### src/hdl/scbpa_pkg.sv
// Shared types and constants for the size-class block pool allocator.
`default_nettype none

package scbpa_pkg;

  // Field widths fixed by the register map and the transaction formats.
  localparam int SIZE_W     = 13;
  localparam int COUNT_W    = 5;
  localparam int CFG_DATA_W = 13;
  localparam int REQ_W      = 16;
  localparam int OFF_W      = 18;
  localparam int OUT_CLS_W  = 2;
  localparam int OUT_IDX_W  = 4;

  localparam logic [OFF_W-1:0] OFFSET_MAX = '1;

  // Register values after reset, per class.
  localparam logic [SIZE_W-1:0]  RST_SIZE_0  = 13'd100;
  localparam logic [SIZE_W-1:0]  RST_SIZE_1  = 13'd500;
  localparam logic [SIZE_W-1:0]  RST_SIZE_2  = 13'd1000;
  localparam logic [COUNT_W-1:0] RST_COUNT_0 = 5'd10;
  localparam logic [COUNT_W-1:0] RST_COUNT_1 = 5'd5;
  localparam logic [COUNT_W-1:0] RST_COUNT_2 = 5'd5;

  // Request kinds.
  localparam logic OP_ALLOC = 1'b0;
  localparam logic OP_FREE  = 1'b1;

  // Result status codes.
  typedef enum logic [2:0] {
    ST_ALLOCATED = 3'd0,
    ST_EXHAUSTED = 3'd1,
    ST_NO_CLASS  = 3'd2,
    ST_FREED     = 3'd3,
    ST_BAD_FREE  = 3'd4
  } status_t;

endpackage

`default_nettype wire

### src/hdl/size_class_block_pool_allocator.sv
// Top level of the size-class block pool allocator: sequencer, shared datapath and state.
//
// The pool is cut into NUM_CLASSES size classes laid out one after another. Each
// block has a header of HEADER_BYTES followed by its payload. Requests arrive on the
// in_ stream: in_tuser says allocate or free, in_tdata carries the requested size and
// the offset to free. Each request transaction produces exactly one result
// transaction on the out_ stream with a status in out_tuser and the payload offset,
// class and block index in out_tdata. Class sizes and counts are written on the cfg_
// channel, which is always ready; writes are meant to happen only while the block is
// idle, and the pool layout follows the new values at once.
// A request is worked on by a small sequencer around one multiplier and one
// compare/subtract unit, and in_tready is low until it finishes. An allocate for class
// c multiplies out the span of each class before c to find its base, checks for a free
// block, multiplies out its offset and posts it; one with no matching size goes straight
// to posting. A free walks the classes in order (a span multiply and a range check each);
// the class whose range holds the offset adds log2(MAX_BLOCKS) restoring division steps.
// The result sits in an output register: if the receiver stalls, the finished result
// waits there while the next request is already being worked on; only a second
// finished result waits for the register to drain. Reset (synchronous, active low)
// marks every block free and loads the default class sizes and counts.
`default_nettype none

module size_class_block_pool_allocator
  import scbpa_pkg::*;
#(
  parameter int NUM_CLASSES  = 3,
  parameter int MAX_BLOCKS   = 16,
  parameter int HEADER_BYTES = 8,
  localparam int CfgIdxW     = (2 * NUM_CLASSES > 1) ? $clog2(2 * NUM_CLASSES) : 1
) (
  input  wire                   clk,
  input  wire                   rst_n,
  // Request stream.
  input  wire                   in_tvalid,
  output logic                  in_tready,
  input  wire  [39:0]           in_tdata,   // request_size[15:0], free_offset[33:16], zero pad
  input  wire  [0:0]            in_tuser,   // operation[0]
  // Result stream.
  output logic                  out_tvalid,
  input  wire                   out_tready,
  output logic [23:0]           out_tdata,  // payload_offset[17:0], block_class[19:18],
                                            // block_index[23:20]
  output logic [2:0]            out_tuser,  // status[2:0]
  // Configuration writes.
  input  wire                   cfg_valid,
  output logic                  cfg_ready,
  input  wire  [CfgIdxW-1:0]    cfg_index,
  input  wire  [CFG_DATA_W-1:0] cfg_data
);

  localparam int ClsW    = (NUM_CLASSES > 1) ? $clog2(NUM_CLASSES) : 1;
  localparam int IdxW    = (MAX_BLOCKS > 1) ? $clog2(MAX_BLOCKS) : 1;
  localparam int BitW    = (IdxW > 1) ? $clog2(IdxW) : 1;
  localparam int LaidW   = $clog2(MAX_BLOCKS + 1);
  localparam int StrideW = SIZE_W + 1;
  localparam int SpanW   = LaidW + StrideW;
  localparam int BaseW   = SpanW + ClsW + 1;
  localparam int DivW    = StrideW + IdxW;

  typedef enum logic [2:0] {
    S_IDLE,
    S_SPAN,
    S_CHECK,
    S_DIV,
    S_POS,
    S_FIN,
    S_OUT
  } state_t;

  // Configuration registers.
  logic [SIZE_W-1:0]     size_r    [NUM_CLASSES];
  logic [SIZE_W-1:0]     size_nxt  [NUM_CLASSES];
  logic [COUNT_W-1:0]    count_r   [NUM_CLASSES];
  logic [COUNT_W-1:0]    count_nxt [NUM_CLASSES];

  // One free bit per block, set means free.
  logic [MAX_BLOCKS-1:0] free_map_r   [NUM_CLASSES];
  logic [MAX_BLOCKS-1:0] free_map_nxt [NUM_CLASSES];

  state_t                state_r, state_nxt;
  logic                  op_r, op_nxt;
  logic [OFF_W-1:0]      off_r, off_nxt;
  logic [ClsW-1:0]       match_r, match_nxt;
  logic [ClsW-1:0]       cls_r, cls_nxt;
  logic [BaseW-1:0]      base_r, base_nxt;
  logic [SpanW-1:0]      mul_r, mul_nxt;
  logic [IdxW-1:0]       idx_r, idx_nxt;
  logic [OFF_W-1:0]      rem_r, rem_nxt;
  logic [BitW-1:0]       bit_r, bit_nxt;

  status_t               res_status_r, res_status_nxt;
  logic [OFF_W-1:0]      res_off_r, res_off_nxt;
  logic [ClsW-1:0]       res_cls_r, res_cls_nxt;
  logic [IdxW-1:0]       res_idx_r, res_idx_nxt;

  logic                  out_valid_r, out_valid_nxt;
  status_t               out_status_r, out_status_nxt;
  logic [OFF_W-1:0]      out_off_r, out_off_nxt;
  logic [ClsW-1:0]       out_cls_r, out_cls_nxt;
  logic [IdxW-1:0]       out_idx_r, out_idx_nxt;

  // Request fields.
  logic                  in_op;
  logic [REQ_W-1:0]      in_req;
  logic [OFF_W-1:0]      in_off;

  assign in_op  = in_tuser[0];
  assign in_req = in_tdata[REQ_W-1:0];
  assign in_off = in_tdata[REQ_W+OFF_W-1:REQ_W];

  // Lowest class whose size equals the requested size.
  logic [ClsW-1:0]       match;
  logic                  match_found;

  always_comb begin
    match       = '0;
    match_found = 1'b0;
    for (int c = NUM_CLASSES - 1; c >= 0; c--) begin
      if (REQ_W'(size_r[c]) == in_req) begin
        match       = ClsW'(c);
        match_found = 1'b1;
      end
    end
  end

  // Geometry of the class under work.
  logic [SIZE_W-1:0]     cur_size;
  logic [COUNT_W-1:0]    cur_count;
  logic [StrideW-1:0]    stride;
  logic [LaidW-1:0]      laid;

  assign cur_size  = size_r[cls_r];
  assign cur_count = count_r[cls_r];
  assign stride    = StrideW'(cur_size) + StrideW'(HEADER_BYTES);

  always_comb begin
    if (cur_size == '0) begin
      laid = '0;
    end else if (int'(cur_count) > MAX_BLOCKS) begin
      laid = LaidW'(MAX_BLOCKS);
    end else begin
      laid = LaidW'(cur_count);
    end
  end

  // Shared multiplier: span of a class (blocks times stride) or offset of a block.
  logic [LaidW-1:0]      mul_a;
  logic [SpanW-1:0]      mul_out;

  assign mul_a   = (state_r == S_SPAN) ? laid : LaidW'(idx_r);
  assign mul_out = SpanW'(mul_a) * SpanW'(stride);

  // Address checks for a free.
  logic [BaseW-1:0]      first;
  logic [BaseW-1:0]      off_ext;
  logic [BaseW-1:0]      rel_wide;
  logic                  in_range;
  logic [BaseW-1:0]      alloc_off;

  assign first     = base_r + BaseW'(HEADER_BYTES);
  assign off_ext   = BaseW'(off_r);
  assign rel_wide  = off_ext - first;
  assign in_range  = (laid != '0) && (off_ext >= first) && (rel_wide < BaseW'(mul_r));
  assign alloc_off = first + BaseW'(mul_r);

  // Lowest free block among those laid out in the class.
  logic [MAX_BLOCKS-1:0] cand;
  logic                  has_free;
  logic [IdxW-1:0]       low_idx;

  always_comb begin
    for (int j = 0; j < MAX_BLOCKS; j++) begin
      cand[j] = free_map_r[cls_r][j] && (j < int'(laid));
    end
    has_free = |cand;
    low_idx  = '0;
    for (int j = MAX_BLOCKS - 1; j >= 0; j--) begin
      if (cand[j]) begin
        low_idx = IdxW'(j);
      end
    end
  end

  // One restoring division step, quotient bit bit_r.
  logic [DivW-1:0]       shifted;
  logic                  take;
  logic [OFF_W-1:0]      rem_after;
  logic [IdxW-1:0]       q_after;

  always_comb begin
    shifted   = DivW'(stride) << bit_r;
    take      = DivW'(rem_r) >= shifted;
    rem_after = rem_r;
    q_after   = idx_r;
    if (take) begin
      rem_after      = rem_r - OFF_W'(shifted);
      q_after[bit_r] = 1'b1;
    end
  end

  logic                  last_cls;
  assign last_cls = (int'(cls_r) == NUM_CLASSES - 1);

  always_comb begin
    state_nxt      = state_r;
    op_nxt         = op_r;
    off_nxt        = off_r;
    match_nxt      = match_r;
    cls_nxt        = cls_r;
    base_nxt       = base_r;
    mul_nxt        = mul_r;
    idx_nxt        = idx_r;
    rem_nxt        = rem_r;
    bit_nxt        = bit_r;
    res_status_nxt = res_status_r;
    res_off_nxt    = res_off_r;
    res_cls_nxt    = res_cls_r;
    res_idx_nxt    = res_idx_r;
    out_valid_nxt  = out_valid_r;
    out_status_nxt = out_status_r;
    out_off_nxt    = out_off_r;
    out_cls_nxt    = out_cls_r;
    out_idx_nxt    = out_idx_r;
    size_nxt       = size_r;
    count_nxt      = count_r;
    free_map_nxt   = free_map_r;

    // Register writes.
    if (cfg_valid) begin
      if (int'(cfg_index) < NUM_CLASSES) begin
        size_nxt[ClsW'(cfg_index)] = cfg_data[SIZE_W-1:0];
      end else if (int'(cfg_index) < 2 * NUM_CLASSES) begin
        count_nxt[ClsW'(cfg_index - CfgIdxW'(NUM_CLASSES))] = cfg_data[COUNT_W-1:0];
      end
    end

    if (out_valid_r && out_tready) begin
      out_valid_nxt = 1'b0;
    end

    case (state_r)
      S_IDLE: begin
        if (in_tvalid) begin
          op_nxt    = in_op;
          off_nxt   = in_off;
          match_nxt = match;
          cls_nxt   = '0;
          base_nxt  = '0;
          if (in_op == OP_ALLOC && !match_found) begin
            res_status_nxt = ST_NO_CLASS;
            res_off_nxt    = '0;
            res_cls_nxt    = '0;
            res_idx_nxt    = '0;
            state_nxt      = S_OUT;
          end else begin
            state_nxt = S_SPAN;
          end
        end
      end

      S_SPAN: begin
        mul_nxt   = mul_out;
        state_nxt = S_CHECK;
      end

      S_CHECK: begin
        if (op_r == OP_ALLOC) begin
          if (cls_r != match_r) begin
            // Walk past an earlier class to find the base of the matched one.
            base_nxt  = base_r + BaseW'(mul_r);
            cls_nxt   = ClsW'(cls_r + 1'b1);
            state_nxt = S_SPAN;
          end else if (!has_free) begin
            res_status_nxt = ST_EXHAUSTED;
            res_off_nxt    = '0;
            res_cls_nxt    = cls_r;
            res_idx_nxt    = '0;
            state_nxt      = S_OUT;
          end else begin
            idx_nxt   = low_idx;
            state_nxt = S_POS;
          end
        end else begin
          if (in_range) begin
            rem_nxt   = OFF_W'(rel_wide);
            idx_nxt   = '0;
            bit_nxt   = BitW'(IdxW - 1);
            state_nxt = S_DIV;
          end else if (last_cls) begin
            res_status_nxt = ST_BAD_FREE;
            res_off_nxt    = '0;
            res_cls_nxt    = '0;
            res_idx_nxt    = '0;
            state_nxt      = S_OUT;
          end else begin
            base_nxt  = base_r + BaseW'(mul_r);
            cls_nxt   = ClsW'(cls_r + 1'b1);
            state_nxt = S_SPAN;
          end
        end
      end

      S_DIV: begin
        rem_nxt = rem_after;
        idx_nxt = q_after;
        if (bit_r == '0) begin
          if (rem_after == '0) begin
            free_map_nxt[cls_r][q_after] = 1'b1;
            res_status_nxt = ST_FREED;
            res_off_nxt    = off_r;
            res_cls_nxt    = cls_r;
            res_idx_nxt    = q_after;
            state_nxt      = S_OUT;
          end else if (last_cls) begin
            // Not on a block boundary in any class.
            res_status_nxt = ST_BAD_FREE;
            res_off_nxt    = '0;
            res_cls_nxt    = '0;
            res_idx_nxt    = '0;
            state_nxt      = S_OUT;
          end else begin
            base_nxt  = base_r + BaseW'(mul_r);
            cls_nxt   = ClsW'(cls_r + 1'b1);
            state_nxt = S_SPAN;
          end
        end else begin
          bit_nxt = BitW'(bit_r - 1'b1);
        end
      end

      S_POS: begin
        mul_nxt   = mul_out;
        state_nxt = S_FIN;
      end

      S_FIN: begin
        // A block whose payload offset does not fit the offset field does not
        // exist, and neither do the ones after it.
        if (alloc_off > BaseW'(OFFSET_MAX)) begin
          res_status_nxt = ST_EXHAUSTED;
          res_off_nxt    = '0;
          res_cls_nxt    = cls_r;
          res_idx_nxt    = '0;
        end else begin
          free_map_nxt[cls_r][idx_r] = 1'b0;
          res_status_nxt = ST_ALLOCATED;
          res_off_nxt    = OFF_W'(alloc_off);
          res_cls_nxt    = cls_r;
          res_idx_nxt    = idx_r;
        end
        state_nxt = S_OUT;
      end

      S_OUT: begin
        if (!out_valid_r || out_tready) begin
          out_valid_nxt  = 1'b1;
          out_status_nxt = res_status_r;
          out_off_nxt    = res_off_r;
          out_cls_nxt    = res_cls_r;
          out_idx_nxt    = res_idx_r;
          state_nxt      = S_IDLE;
        end
      end

      default: begin
        state_nxt = S_IDLE;
      end
    endcase
  end

  always_ff @(posedge clk) begin
    if (!rst_n) begin
      state_r     <= S_IDLE;
      out_valid_r <= 1'b0;
      for (int c = 0; c < NUM_CLASSES; c++) begin
        free_map_r[c] <= '1;
        size_r[c]     <= (c == 0) ? RST_SIZE_0 :
                         (c == 1) ? RST_SIZE_1 :
                         (c == 2) ? RST_SIZE_2 : '0;
        count_r[c]    <= (c == 0) ? RST_COUNT_0 :
                         (c == 1) ? RST_COUNT_1 :
                         (c == 2) ? RST_COUNT_2 : '0;
      end
    end else begin
      state_r     <= state_nxt;
      out_valid_r <= out_valid_nxt;
      free_map_r  <= free_map_nxt;
      size_r      <= size_nxt;
      count_r     <= count_nxt;
    end
    op_r         <= op_nxt;
    off_r        <= off_nxt;
    match_r      <= match_nxt;
    cls_r        <= cls_nxt;
    base_r       <= base_nxt;
    mul_r        <= mul_nxt;
    idx_r        <= idx_nxt;
    rem_r        <= rem_nxt;
    bit_r        <= bit_nxt;
    res_status_r <= res_status_nxt;
    res_off_r    <= res_off_nxt;
    res_cls_r    <= res_cls_nxt;
    res_idx_r    <= res_idx_nxt;
    out_status_r <= out_status_nxt;
    out_off_r    <= out_off_nxt;
    out_cls_r    <= out_cls_nxt;
    out_idx_r    <= out_idx_nxt;
  end

  assign in_tready  = (state_r == S_IDLE);
  assign cfg_ready  = 1'b1;
  assign out_tvalid = out_valid_r;
  assign out_tuser  = out_status_r;
  assign out_tdata  = {OUT_IDX_W'(out_idx_r), OUT_CLS_W'(out_cls_r), out_off_r};

endmodule

`default_nettype wire

### config.mk
export PLATFORM = sky130hd
export DESIGN_NAME = size_class_block_pool_allocator
export DESIGN_NICKNAME = d
export VERILOG_FILES = /design/src/hdl/scbpa_pkg.sv /design/src/hdl/size_class_block_pool_allocator.sv
export SDC_FILE = /design/constraint.sdc
export NUM_CORES = 1
export LEC_CHECK = 0
export ABC_AREA = 0
export BUFFER_PORTS_ARGS = -buffer_cell sky130_fd_sc_hd__buf_2
export CAP_MARGIN = 20
export CORE_MARGIN = 1
export CORE_UTILIZATION = 63
export DETAILED_ROUTE_END_ITERATION = 8
export PLACE_DENSITY = 0.82
export SETUP_SLACK_MARGIN = 0.1
export SLEW_MARGIN = 5
export SYNTH_ARGS = -nofsm -noshare
export SYNTH_HDL_FRONTEND = slang
export SYNTH_SLANG_ARGS = --single-unit
### constraint.sdc
create_clock -name clk -period 8.1 [get_ports clk]
set_clock_uncertainty 0.05 [all_clocks]
set_input_delay 0 -clock clk [delete_from_list [all_inputs] [get_ports clk]]
set_output_delay 0 -clock clk [all_outputs]
set_load 0.02 [all_outputs]
==> results.txt, run 1 <==
- In this run the biggest area consumer among cell types represents 22.9% of the synthesized area.
* Top FF cell, synth: edfxtp_1
- Share of async-settable or async-resettable flops after synthesis: 0%
* Number of storage elements in the synthesis netlist: around 250
* Antenna-violating nets left: 0
- For this run, the total global-route usage over all layers was measured as 35.0%.
- IR analysis of the VDD net gives a maximum drop of just over 0.7 mV.
* Signed area change from the synthesized netlist to the final layout: 11.2%
- Diode insertion count for antenna repair: 0
- Global-route wire length before repair: 85200 um
- The slowest stage of the critical path is the o41ai_4 cell.
- The number of gates resized after CTS was 0.
- Entering global routing, the biggest net connects around 110 pins.
- Final HPWL from detailed placement: approximately 39000 um
* Most used routing layer: met2
- The synthesized design spends more area on one cell type than any other, namely edfxtp_1.
* Worst Hold Endpoint: match_r[0]
- After clock tree synthesis, the clock-pin slew on the worst setup and hold paths is 0.07 ns.
- Run status: finished, final reports clean
- The completed layout was analyzed and its total power is 0.00958 W.
- Number of levels in the clock H-tree: 1
- In this run the power density over the cells is around 460 nW/um^2.
* Iter 0 DRT Violations: 1823
- At the end of routability-driven placement, the weighted congestion stood at 0.945.
- The initial antenna violation count came to 0.
- The first detailed-routing pass took 6 iterations.
* Cell chain of the critical path: nor2b_2 -> o2bb2ai_1 -> nand4_1 -> nand2b_1 -> nand2b_1 -> nor2_1 -> xor2_1 -> inv_1 -> o21ai_0 -> mux2i_1 -> ha_1 -> nand4_1 -> nor4_1 -> nor2_1 -> a21oi_2 -> buf_4 -> nand2_1 -> o41ai_4 -> and4_4 -> nand3_2 -> o211ai_1
* Met1 global-route usage: between 40% and 50%
- Slew headroom: between 30% and 40%
- STA puts the critical path data arrival time at approximately 7.8 ns.
- The total count of max-transition violations in the final report came to 0.
* Hold path startpoint: in_tdata[9]
- The number of global-route vias before repair is around 16000.
* Req. time, crit path: between 8 and 9 ns
- Post-layout minimum cycle time: 7.32 ns
* Number of input and output port buffers inserted: 84
- Summed over all cells, the static leakage comes to approximately 8.6 nW.
- On the worst path, the slowest cell contributes a delay of 0.73 ns.
* Worst-skew pair later-pin latency: 0.57 ns
- The die covers between 30000 and 40000 um^2.
- For this block, the via count after detailed routing is ~17000.
* CTS tree: done
- After synthesis, the cell types taking the most area are edfxtp_1, dfxtp_1, ha_1, nand2_1, fa_1.
- For met2 alone, demand over resource in global routing was roughly 58%.
- Based on the critical path, the design can be clocked at up to 137 MHz.
- Y dimension of the die: around 170 um
* Mean cell area of the mapped netlist: just under 9 um^2
- The worst setup path is launched from a register.
- Along the worst path, the maximum fanout reaches 21.
- Post-synthesis instance total: ~2100
- In the final routed layout, each cell accounts on average for just over 20 um.
- Aggregate global routing overflow: 0
* Path type of the worst setup path: reg2reg
- Final-layout setup total negative slack: 0 ns
* Vias per std cell: between 6 and 7
- The endpoint identified for the worst register-to-register timing path is free_map_r[0].
- Row generation in the floorplan step produced between 60 and 70 rows.
- Number of max-cap violations: 0
* Post-CTS Setup Repair Bufs: 0
- Final Routed Wirelength: approximately 53000 um
* Most common library cells after synthesis: nand2_1, nor2_1, edfxtp_1
- TritonCTS buffer count: 28
- The total area inside the core boundary comes to approximately 29000 um^2.
- The initial utilization of the core area, before any placement, comes to around 65%.
- Post-synth EDFFs: 142
- In this run the cell area of the synthesized design comes to roughly 19000 um^2.
* Number of hold violations in the final report: 0
- Element type at the critical path end: register
- Setup violations remaining at the end of the flow were counted as 0.
* Sequential share of the synthesized area: about a third
- Met3 layer usage reported by global route: 5.99%
* Net count after synthesis: 2323
* Most common cell in the synthesized netlist: nand2_1
* Number of distinct library cell variants in the gate-level netlist after synthesis: 87
- Fraction of layout cells with a size suffix above 1: about 9%
* Min-delay worst type: in2reg
- Master cell of the clock root buffer: clkbuf_16
- The startpoint identified for the worst register-to-register timing path is cls_r[1].
* Worst R2R Setup Slack: just under 0.8 ns
- Number of synthesis warnings: 0
- The net count of the finished layout is around 2400.
* Cell depth of the worst min-delay path: 5
- In this run the deepest clock path goes through 3 buffers.
- Setup repair after global routing left no endpoint under its margin.
- In this run the count of I/O pins placed on the die edge is 92.
- The floorplan step set the die width to between 150 and 200 um.
- For this design, the sink count on the clock tree is between 200 and 250.
- Drt drc: 0
- Transition time of the tightest slew-check pin: between 1 and 1.5 ns
- For the worst flop-to-flop path, the logic depth is 21.
* Final cycle utilization of the critical path: between 90% and 100%
[worst max-delay path: cells and delay by family, from the launching register on]
kind	cells	cell delay (ns)
adder cells (fa/ha/maj)	1	0.42
XOR/XNOR	1	0.49
AND/OR/NAND/NOR	11	3.13
AO/OA/AOI/OAI	5	1.99
flip-flops	1	0.57
buffers and inverters	2	0.42
multiplexers	1	0.12
[flip-flops by register name, indices dropped and copies added (netlist names), 3 cells and up]
register / count
free_map_r: 48
size_r: 39
base_r: 22
mul_r: 19
off_r: 18
out_off_r: 18
rem_r: 18
res_off_r: 18
count_r: 15
idx_r: 4
out_idx_r: 4
res_idx_r: 4
out_tuser: 3
res_status_r: 3
state_r: 3
[cell usage in the layout (no fill, tap or decap), types with 34 or more instances in the layout]
cell and n:
nand3_1 63, nor2_1 178, a21oi_1 93, ha_1 125, nand2_1 258, fa_1 39
inv_1 114, buf_2 84, a21boi_0 34, mux2i_1 58, dlygate4sd3_1 42, edfxtp_1 142
xnor2_1 76, xor2_1 56, o211ai_1 60, nor3_1 40, o21ai_0 129, nor2b_1 35
dfxtp_1 106
[cells by family (layout without fill, tap and decap cells)]
family,count (synthesis),after routing,share of synthesized area (%)
and+or+nand+nor,741,741,19.0
other,1,1,0.0201
muxes,62,62,3.36
DFF,248,248,34.3
adders and majority gates,164,164,12.6
buffers and inverters,197,316,4.25
xor gates and xnor gates,132,132,6.21
AOI/OAI and AO/OA,552,552,20.3
[power breakdown]
part | internal, W | switching (W)
Clock | 0.000739 | 0.000568
Sequential | 0.00188 | 0.000383
Combinational | 0.00235 | 0.00366
[worst max path at each step]
stage	start	endpoint	slack [ns]	depth (start not counted)
6_report	cls_r[1]	free_map_r[0]	0.78	21
5_1_grt	cls_r[1]	free_map_r[0]	0.29	21
4_1_cts	cls_r[1]	free_map_r[0]	0.90	21
3_5_place_dp	cls_r[1]	free_map_r[0]	0.98	21
3_3_place_gp	cls_r[1]	mul_r[18]	1.06	21
2_1_floorplan	cls_r[1]	base_r[0]	1.51	21
[layer usage]
metal	vias up	part of all wire, %
met4	0	3.2
li1	7809	-
met3	128	9.5
met2	832	46
met1	7892	41
met5	-	0
[through the flow]
step	hold WS (ns)	cells	util (%)	worst slack, ns	instance area, um^2
2_1_floorplan	0.0489	2097	-	1.51	18600
3_5_place_dp	0.128	2506	67.1	0.982	19400
6_report	0.0248	2600	71.8	0.779	20700
5_1_grt	0.0392	2600	71.8	0.287	20700
3_3_place_gp	0.128	2506	67.1	1.06	19400
4_1_cts	0.0169	2600	71.8	0.904	20700
[timing repair]
| item | CTS | global route |
|---|---|---|
| endpoints found under the hold margin | 82 | 0 |
| endpoints found under the setup margin | 0 | 0 |
| hold buffers | 42 | 0 |
[layout make-up]
class | count | area, um^2
multi-input combinational | 1652 | 11500
tap | 384 | 480
clock inverter | 22 | 235
fill | 2260 | 8140
timing repair buffer | 147 | 998
inverter | 117 | 439
sequential | 248 | 6390
clock buffer | 30 | 708
No activity file was read; power rests on OpenSTA's default activity.
==> run 2, diff against run 1 <==
--- a/config.mk
+++ b/config.mk
@@ -11,7 +11,7 @@
 export CORE_MARGIN = 1
 export CORE_UTILIZATION = 63
 export DETAILED_ROUTE_END_ITERATION = 8
-export PLACE_DENSITY = 0.82
+export PLACE_DENSITY_LB_ADDON = 0.05
 export SETUP_SLACK_MARGIN = 0.1
 export SLEW_MARGIN = 5
 export SYNTH_ARGS = -nofsm -noshare
==> constraint.sdc (replaced) <==
create_clock -name clk -period 6.74 [get_ports clk]
set_clock_uncertainty 0.05 [all_clocks]
set_input_delay 0 -clock clk [delete_from_list [all_inputs] [get_ports clk]]
set_output_delay 0 -clock clk [all_outputs]
set_load 0.02 [all_outputs]
==> results.txt, run 2 (synthesis gave the netlist of run 1 again) <==
- The number of sinks handled by clock tree synthesis is 248 (unchanged).
* Aggregate global routing overflow: 0 (unchanged)
- Static Leak: 8.75 nW (was 8.57 nW)
* Via count of the routed design: 16800 (was 16700)
- The maximum vdd drop is 0.879 mV (was 0.710 mV).
* # IOs: 92 (unchanged)
- RSZ-0062 raised after global routing: yes (was no)
- The number of buffer and inverter stages on the critical path is 4 (was 2).
* Critical path startpoint category: register (unchanged)
* Y dimension of the die: 174 um (unchanged)
- The buffer levels on the longest clock path came to 3 (unchanged).
* Iter 0 DRT Violations: 1935 (was 1823)
- Overall fraction of global-route tracks in use: 35.2% (was 35.0%)
- The post-route clock period utilization is 95.9% (was 90.4%).
- The path type of the worst setup path was reg2reg (unchanged).
- The worst-case setup slack after placement is 0.163 ns (was 0.982 ns).
- Top register by number of flip-flops: free_map_r (unchanged)
- The number of flip-flops in the largest register came to 48 (unchanged).
- Horizontal die dimension: 174 um (unchanged)
- The area growth from synthesis to layout is 12.8% (was 11.2%).
* Total power draw: 0.0118 W (was 0.00958 W)
- The required time at the endpoint of the critical path was 7.06 ns (was 8.53 ns).
- The most common cell after layout, fill and taps aside is nand2_1 (unchanged).
- The maximum number of pins on one net before global-route repair was 106 (unchanged).
- Clock-pin transition on the worst setup and hold timing paths: 0.07 ns (about the same)
* Most Frequent Cell on Critical Path: fa_1
* Min-delay worst type: in2reg (unchanged)
- Cell chain of the critical path: buf_4 -> mux2i_1 -> o2bb2ai_1 -> nor4_2 -> and4_1 -> buf_4 -> or3_1 -> nor2_1 -> fa_1 -> fa_1 -> inv_1 -> fa_1 -> inv_1 -> ha_1 -> a21oi_1 -> o21ai_0 -> a31o_2 -> a41o_1 -> o211a_1 -> o21a_1 -> o21a_1 -> o311ai_0 (was nor2b_2 -> o2bb2ai_1 -> nand4_1 -> nand2b_1 -> nand2b_1 -> nor2_1 -> xor2_1 -> inv_1 -> o21ai_0 -> mux2i_1 -> ha_1 -> nand4_1 -> nor4_1 -> nor2_1 -> a21oi_2 -> buf_4 -> nand2_1 -> o41ai_4 -> and4_4 -> nand3_2 -> o211ai_1).
* Post-layout nets: 2442 (was 2420)
- The number of setup violations in the final report was 0 (unchanged).
- The total count of max-transition violations in the final report came to 0 (unchanged).
- The final critical delay including setup and external delays is 6.46 ns (was 7.32 ns).
* Vias in the first global route: 16100 (was 16300)
- The row count is 62 (unchanged).
- Final-layout setup total negative slack: 0 ns (unchanged)
- The critical-path cell with the highest stage delay was fa_1 (was o41ai_4).
- The remaining routing DRC violations came to 0 (unchanged).
- The count of final hold-check violations is 0 (unchanged).
- Antenna-violating nets left: 0 (unchanged)
- The number of buffers added on ports came to 84 (unchanged).
- Master cell of the clock root buffer: clkbuf_16 (unchanged)
- The total non-filler cell area in the finished layout is 21000 um^2 (was 20700 um^2).
- The tightest slew margin relative to the limit came to 32.5% (was 32.8%).
* RePlAce Congestion: 0.988 (was 0.945)
* Die area: 30300 um^2 (unchanged)
- The critical-path maximum fanout came to 12 (was 21).
* Global-route wire length before repair: 85000 um (was 85200 um)
* Crit path max-delay family: compound AO/OA/AOI/OAI gates (was simple AND/OR/NAND/NOR gates)
- Detailed Routing Iterations Pass 1: 6 (unchanged)
- Top library cells by usage in the layout, fill and taps aside: nand2_1, nor2_1, edfxtp_1 (unchanged).
- Transition time of the tightest slew-check pin: 1.01 ns (about the same)
- Run status: finished, final reports clean (unchanged)
* Worst path arrival time: 6.78 ns (was 7.75 ns)
- The area of the core came to 28900 um^2 (unchanged).
* Antenna violations before repair: 0 (unchanged)
* CTS tree: done (unchanged)
- Fraction of layout cells with a size suffix above 1: 10.2% (was 8.80%)
- Diode insertion count for antenna repair: 0 (unchanged)
- The clock latency on the worst-skew pair is 0.57 ns (about the same).
- The nature of the critical path endpoint is a register (unchanged).
- TritonCTS buffer count: 29 (was 28)
* Initial standard-cell utilization of the core: 64.5% (unchanged)
* Average routed wire per standard cell: 20.5 um (was 20.3 um)
* Total of fill cells in the finished design: 2204 (was 2260)
* Final Routed Wirelength: 53800 um (was 52900 um)
- Number of max-cap violations: 0 (unchanged)
- The power density over cell area came to 560 nW/um^2 (was 462 nW/um^2).
- PnR worst setup slack: 0.276 ns (was 0.779 ns)
- The routed via count divided by cell count is 6.39 (was 6.41).
- The fmax is 155 MHz (was 137 MHz).
- Largest registers in the final layout: free_map_r (48), size_r (39), base_r (22) (unchanged).
* Final HPWL from detailed placement: 39900 um (was 38600 um)
- Number of levels in the clock H-tree: 1 (unchanged)
* Post-detailed-placement cell area: 19500 um^2 (was 19400 um^2)
- Slowest cell delay on critical path: 0.54 ns (was 0.73 ns)
## run 2: changes by cell type in the layout (fill, tap and decap cells not counted), sizes merged
cell | previous run | this run
bufinv | 3 | 2
clkinvlp | 7 | 1
buf | 105 | 127
clkinv | 11 | 12
clkbuf | 30 | 38
dlygate4sd3 | 42 | 41
## run 2: power breakdown
part	leakage [nW]	internal (W)	switching, W	total [W]
registers	2.21	0.00226	0.000403	0.00267
logic	6.06	0.00291	0.00459	0.00750
clock network	0.480	0.000921	0.000680	0.00160
## run 2: final cells by class
class                   count  area (um^2)  share of cell area (%)
clock buffers              38          801                    3.81
clock inverters            16          163                   0.774
inverters                 117          439                    2.09
multi-input cells        1652        11500                    54.9
flip-flops and latches    248         6390                    30.4
well taps                 384          480                    2.29
repair buffers            168         1190                    5.68
## run 2: final timing paths
kind / from / endpoint / slack [ns] / depth (start not counted)
worst max-delay path: cls_r[1] / mul_r[18] / 0.28 / 22
worst min-delay path: in_tdata[4] / match_r[1] / 0.02 / 5
worst max register to register: cls_r[1] / mul_r[18] / 0.28 / 22
worst min register to register: res_off_r[17] / out_off_r[17] / 0.41 / 0
## run 2: timing repair
| item | in CTS | in global routing |
|---|---|---|
| hold endpoints to repair | 79 | 0 |
| buffers inserted | 0 | 3 |
| resized for setup | 0 | 14 |
| hold buffers | 41 | 0 |
| setup endpoints to repair | 0 | 68 |
## run 2: through the flow
stage	cells	hold WS, ns	utilization [%]
floorplan	2097	0.0489	-
global placement	2524	0.126	67.6
detailed placement	2524	0.129	67.6
CTS	2619	0.00714	72.3
global route	2623	0.0515	72.8
finish	2623	0.0159	72.8
## run 2: worst register-to-register path, stage by stage, from the launching register on
cell	delay (ns)
edfxtp_1	0.47
buf_4	0.25
mux2i_1	0.14
o2bb2ai_1	0.41
nor4_2	0.08
and4_1	0.22
buf_4	0.17
or3_1	0.48
nor2_1	0.19
fa_1	0.44
fa_1	0.54
inv_1	0.05
fa_1	0.53
inv_1	0.05
ha_1	0.33
a21oi_1	0.22
o21ai_0	0.16
a31o_2	0.29
a41o_1	0.26
o211a_1	0.24
o21a_1	0.18
o21a_1	0.19
o311ai_0	0.32
## run 2: metal layers
layer	global-route usage, %	vias to the layer above	wire, um
li1	-	7869	-
met1	48.5	8029	23000
met2	58.4	764	25200
met3	3.89	112	4240
met4	10.2	0	1370
met5	0	-	0
==> run 3, diff against run 2 <==
--- a/config.mk
+++ b/config.mk
@@ -10,10 +10,10 @@
 export CAP_MARGIN = 20
 export CORE_MARGIN = 1
 export CORE_UTILIZATION = 63
+export CTS_BUF_LIST = sky130_fd_sc_hd__clkbuf_8 sky130_fd_sc_hd__clkbuf_16
 export DETAILED_ROUTE_END_ITERATION = 8
 export PLACE_DENSITY_LB_ADDON = 0.05
 export SETUP_SLACK_MARGIN = 0.1
-export SLEW_MARGIN = 5
 export SYNTH_ARGS = -nofsm -noshare
 export SYNTH_HDL_FRONTEND = slang
 export SYNTH_SLANG_ARGS = --single-unit
==> constraint.sdc (replaced) <==
create_clock -name clk -period 7.32 [get_ports clk]
set_clock_uncertainty 0.05 [all_clocks]
set_input_delay 0 -clock clk [delete_from_list [all_inputs] [get_ports clk]]
set_output_delay 0 -clock clk [all_outputs]
set_load 0.02 [all_outputs]
==> results.txt, run 3 (synthesis gave the netlist of run 1 again) <==
- Final-layout setup total negative slack: 0 ns (unchanged)
- The CTS clock-pin slew for the worst setup and hold paths is 0.06 ns (was 0.07 ns).
- The number of flip-flops in the largest register came to 48 (unchanged).
- The biggest cell delay along the critical path was 0.54 ns (about the same).
* Worst-skew pair later-pin latency: 0.57 ns (about the same)
- The final net count came to 2421 (was 2442).
* Y dimension of the die: 174 um (unchanged)
- The detailed placer's ending HPWL came to 39500 um (was 39900 um).
* Detailed Routing Iterations Pass 1: 6 (unchanged)
* Vias in the first global route: 16000 (was 16100)
- The area of the core was 28900 um^2 (unchanged).
- Post-layout minimum cycle time: 6.86 ns (was 6.46 ns)
* Average routed wire per standard cell: 20.7 um (was 20.5 um)
- The depth of the worst register-to-register path was 21 (was 22).
* Min-delay worst type: in2reg (unchanged)
* Slew headroom: 31.5% (was 32.5%)
- The post-route worst setup slack came to 0.460 ns (was 0.276 ns).
- The number of sinks handled by clock tree synthesis was 248 (unchanged).
* Req. time, crit path: 7.60 ns (was 7.06 ns)
- Run status: finished, final reports clean (unchanged).
- CTS tree: done (unchanged)
- Path type of the worst setup path: reg2reg (unchanged)
- The smallest hold slack came to 0.0452 ns (was 0.0159 ns).
* Number of input and output port buffers inserted: 84 (unchanged)
- Vias per std cell: 6.43 (was 6.39)
- The cell count after placement was 2508 (was 2524).
- Number of hold violations in the final report: 0 (unchanged)
- The nature of the critical path startpoint was a register (unchanged).
- The total I/O pin count is 92 (unchanged).
* Element type at the critical path end: register (unchanged)
* Cell depth of the worst min-delay path: 4 (was 5)
* Antenna-violating nets left: 0 (unchanged)
* Initial standard-cell utilization of the core: 64.5% (unchanged)
- Die area: 30300 um^2 (unchanged)
- Worst path arrival time: 7.14 ns (was 6.78 ns)
- Slowest cell on crit path: fa_1 (unchanged)
- The initial antenna violation count came to 0 (unchanged).
- The critical-path maximum fanout was 25 (was 12).
* Global-route wire length before repair: 85100 um (was 85000 um)
- RSZ-0062 raised after global routing: no (was yes).
- The number of setup violations in the final report was 0 (unchanged).
* Crit path max-delay family: compound AO/OA/AOI/OAI gates (unchanged)
- Transition time of the tightest slew-check pin: 1.03 ns (was 1.01 ns)
- The H-tree depth reported by CTS is 1 (unchanged).
- The buffer cell driving the clock tree root is clkbuf_16 (unchanged).
- Highest achievable clock rate: 146 MHz (was 155 MHz)
- The capturing point of the worst reg2reg path is mul_r[18] (unchanged).
* Worst R2R Setup Slack: 0.46 ns (was 0.28 ns)
- The cell repeated most along the worst path is fa_1 (unchanged).
- The power density over cell area came to 519 nW/um^2 (was 560 nW/um^2).
- Max-slew violation count: 0 (unchanged)
* Overall fraction of global-route tracks in use: 35.1% (was 35.2%)
* Number of standard cells in the layout, taps in and fillers out: 2601 (was 2623)
- The number of buffer and inverter stages on the critical path is 2 (was 4).
- The post-route clock period utilization is 93.7% (was 95.9%).
- The row count came to 62 (unchanged).
* Worst r2r src: cls_r[1] (unchanged)
- Via count of the routed design: 16700 (was 16800)
- Aggregate global routing overflow: 0 (unchanged)
- Final Routed Wirelength: 53900 um (was 53800 um)
* Top register by number of flip-flops: free_map_r (unchanged)
* Maximum root-to-sink buffer count: 3 (unchanged)
- Cell chain of the critical path: buf_4 -> mux2i_1 -> a2bb2oi_4 -> nand2_1 -> nor3_1 -> a21oi_2 -> or2_2 -> fa_1 -> fa_1 -> fa_1 -> inv_1 -> ha_1 -> a21o_1 -> a21oi_1 -> o21ai_0 -> a31o_2 -> a41o_1 -> o211a_1 -> o21a_1 -> o21a_1 -> o311ai_0 (was buf_4 -> mux2i_1 -> o2bb2ai_1 -> nor4_2 -> and4_1 -> buf_4 -> or3_1 -> nor2_1 -> fa_1 -> fa_1 -> inv_1 -> fa_1 -> inv_1 -> ha_1 -> a21oi_1 -> o21ai_0 -> a31o_2 -> a41o_1 -> o211a_1 -> o21a_1 -> o21a_1 -> o311ai_0)
* Number of max-cap violations: 0 (unchanged)
* Hold path startpoint: cfg_valid (was in_tdata[4])
- Top library cells by usage in the layout, fill and taps aside: nand2_1, nor2_1, edfxtp_1 (unchanged)
* Fraction of layout cells with a size suffix above 1: 9.34% (was 10.2%)
* TritonCTS buffer count: 28 (was 29)
* Horizontal die dimension: 174 um (unchanged)
- The remaining routing DRC violations was 0 (unchanged).
- Largest registers in the final layout: free_map_r (48), size_r (39), base_r (22) (unchanged).
- The maximum vdd drop was 0.569 mV (was 0.879 mV).
- Signed area change from the synthesized netlist to the final layout: 11.7% (was 12.8%)
* Worst Hold Endpoint: count_r[13] (was match_r[1])
* Leading cell type in the layout, fill and taps excluded: nand2_1 (unchanged)
* RePlAce Congestion: 0.991 (was 0.988)
- Static Leak: 8.63 nW (was 8.75 nW)
- Total power draw: 0.0108 W (was 0.0118 W)
- Iter 0 DRT Violations: 1809 (was 1935)
- The number of antenna diodes is 0 (unchanged).
- Worst Setup Slack post-DPL: 0.403 ns (was 0.163 ns)
* Maximum number of pins on one net before global-route repair: 106 (unchanged)
==> run 3: what timing repair did <==
action	in CTS	in global routing
setup endpoints to repair	0	1
hold buffers	40	0
setup buffers	0	0
endpoints found under the hold margin	79	0
gates resized for setup	0	6
==> run 3: metrics by stage <==
| stage | util (%) | instance area, um^2 |
|---|---|---|
| 6_report | 72.1 | 20800 |
| 5_1_grt | 72.1 | 20800 |
| 4_1_cts | 71.9 | 20700 |
| 3_5_place_dp | 67.1 | 19400 |
| 3_3_place_gp | 67.1 | 19400 |
| 2_1_floorplan | - | 18600 |
==> run 3: how the worst max path moves through the flow <==
| stage | from | end | slack (ns) | depth (start not counted) |
|---|---|---|---|---|
| floorplan | cls_r[1] | base_r[0] | 0.73 | 21 |
| global placement | cls_r[1] | mul_r[18] | 0.50 | 21 |
| detailed placement | cls_r[0] | mul_r[18] | 0.40 | 24 |
| CTS | cls_r[0] | mul_r[18] | 0.36 | 24 |
| global route | cls_r[1] | free_map_r[7] | 0.11 | 22 |
| finish | cls_r[1] | mul_r[18] | 0.46 | 21 |
==> run 3: worst min-delay path, stage by stage <==
cell and delay, ns:
buf_2 0.13, nand3_1 0.29, mux2i_1 0.13, nand2_1 0.06
==> run 3: final cells by class <==
type	count	area, um^2
flip-flops and latches	248	6390
repair buffers	148	1020
clock inverters	21	226
multi-input cells	1652	11500
inverters	117	439
fillers	2277	8050
clock buffers	31	753
well taps	384	480
==> run 3: per-layer routing <==
layer  routed length (um)  part of all wire, %  global-route usage, %  vias up
li1                     -                    -                      -     7824
met1                22700                   42                   47.9     7982
met2                25000                   46                   57.9      819
met3                 4650                  8.6                   5.21      109
met4                 1600                  3.0                   10.6        0
met5                    0                    0                      0        -
==> run 3: report_power, final <==
group          total, W  switching, W  internal, W
clock           0.00149      0.000631     0.000860
sequential      0.00247      0.000385      0.00208
combinational   0.00684       0.00422      0.00262
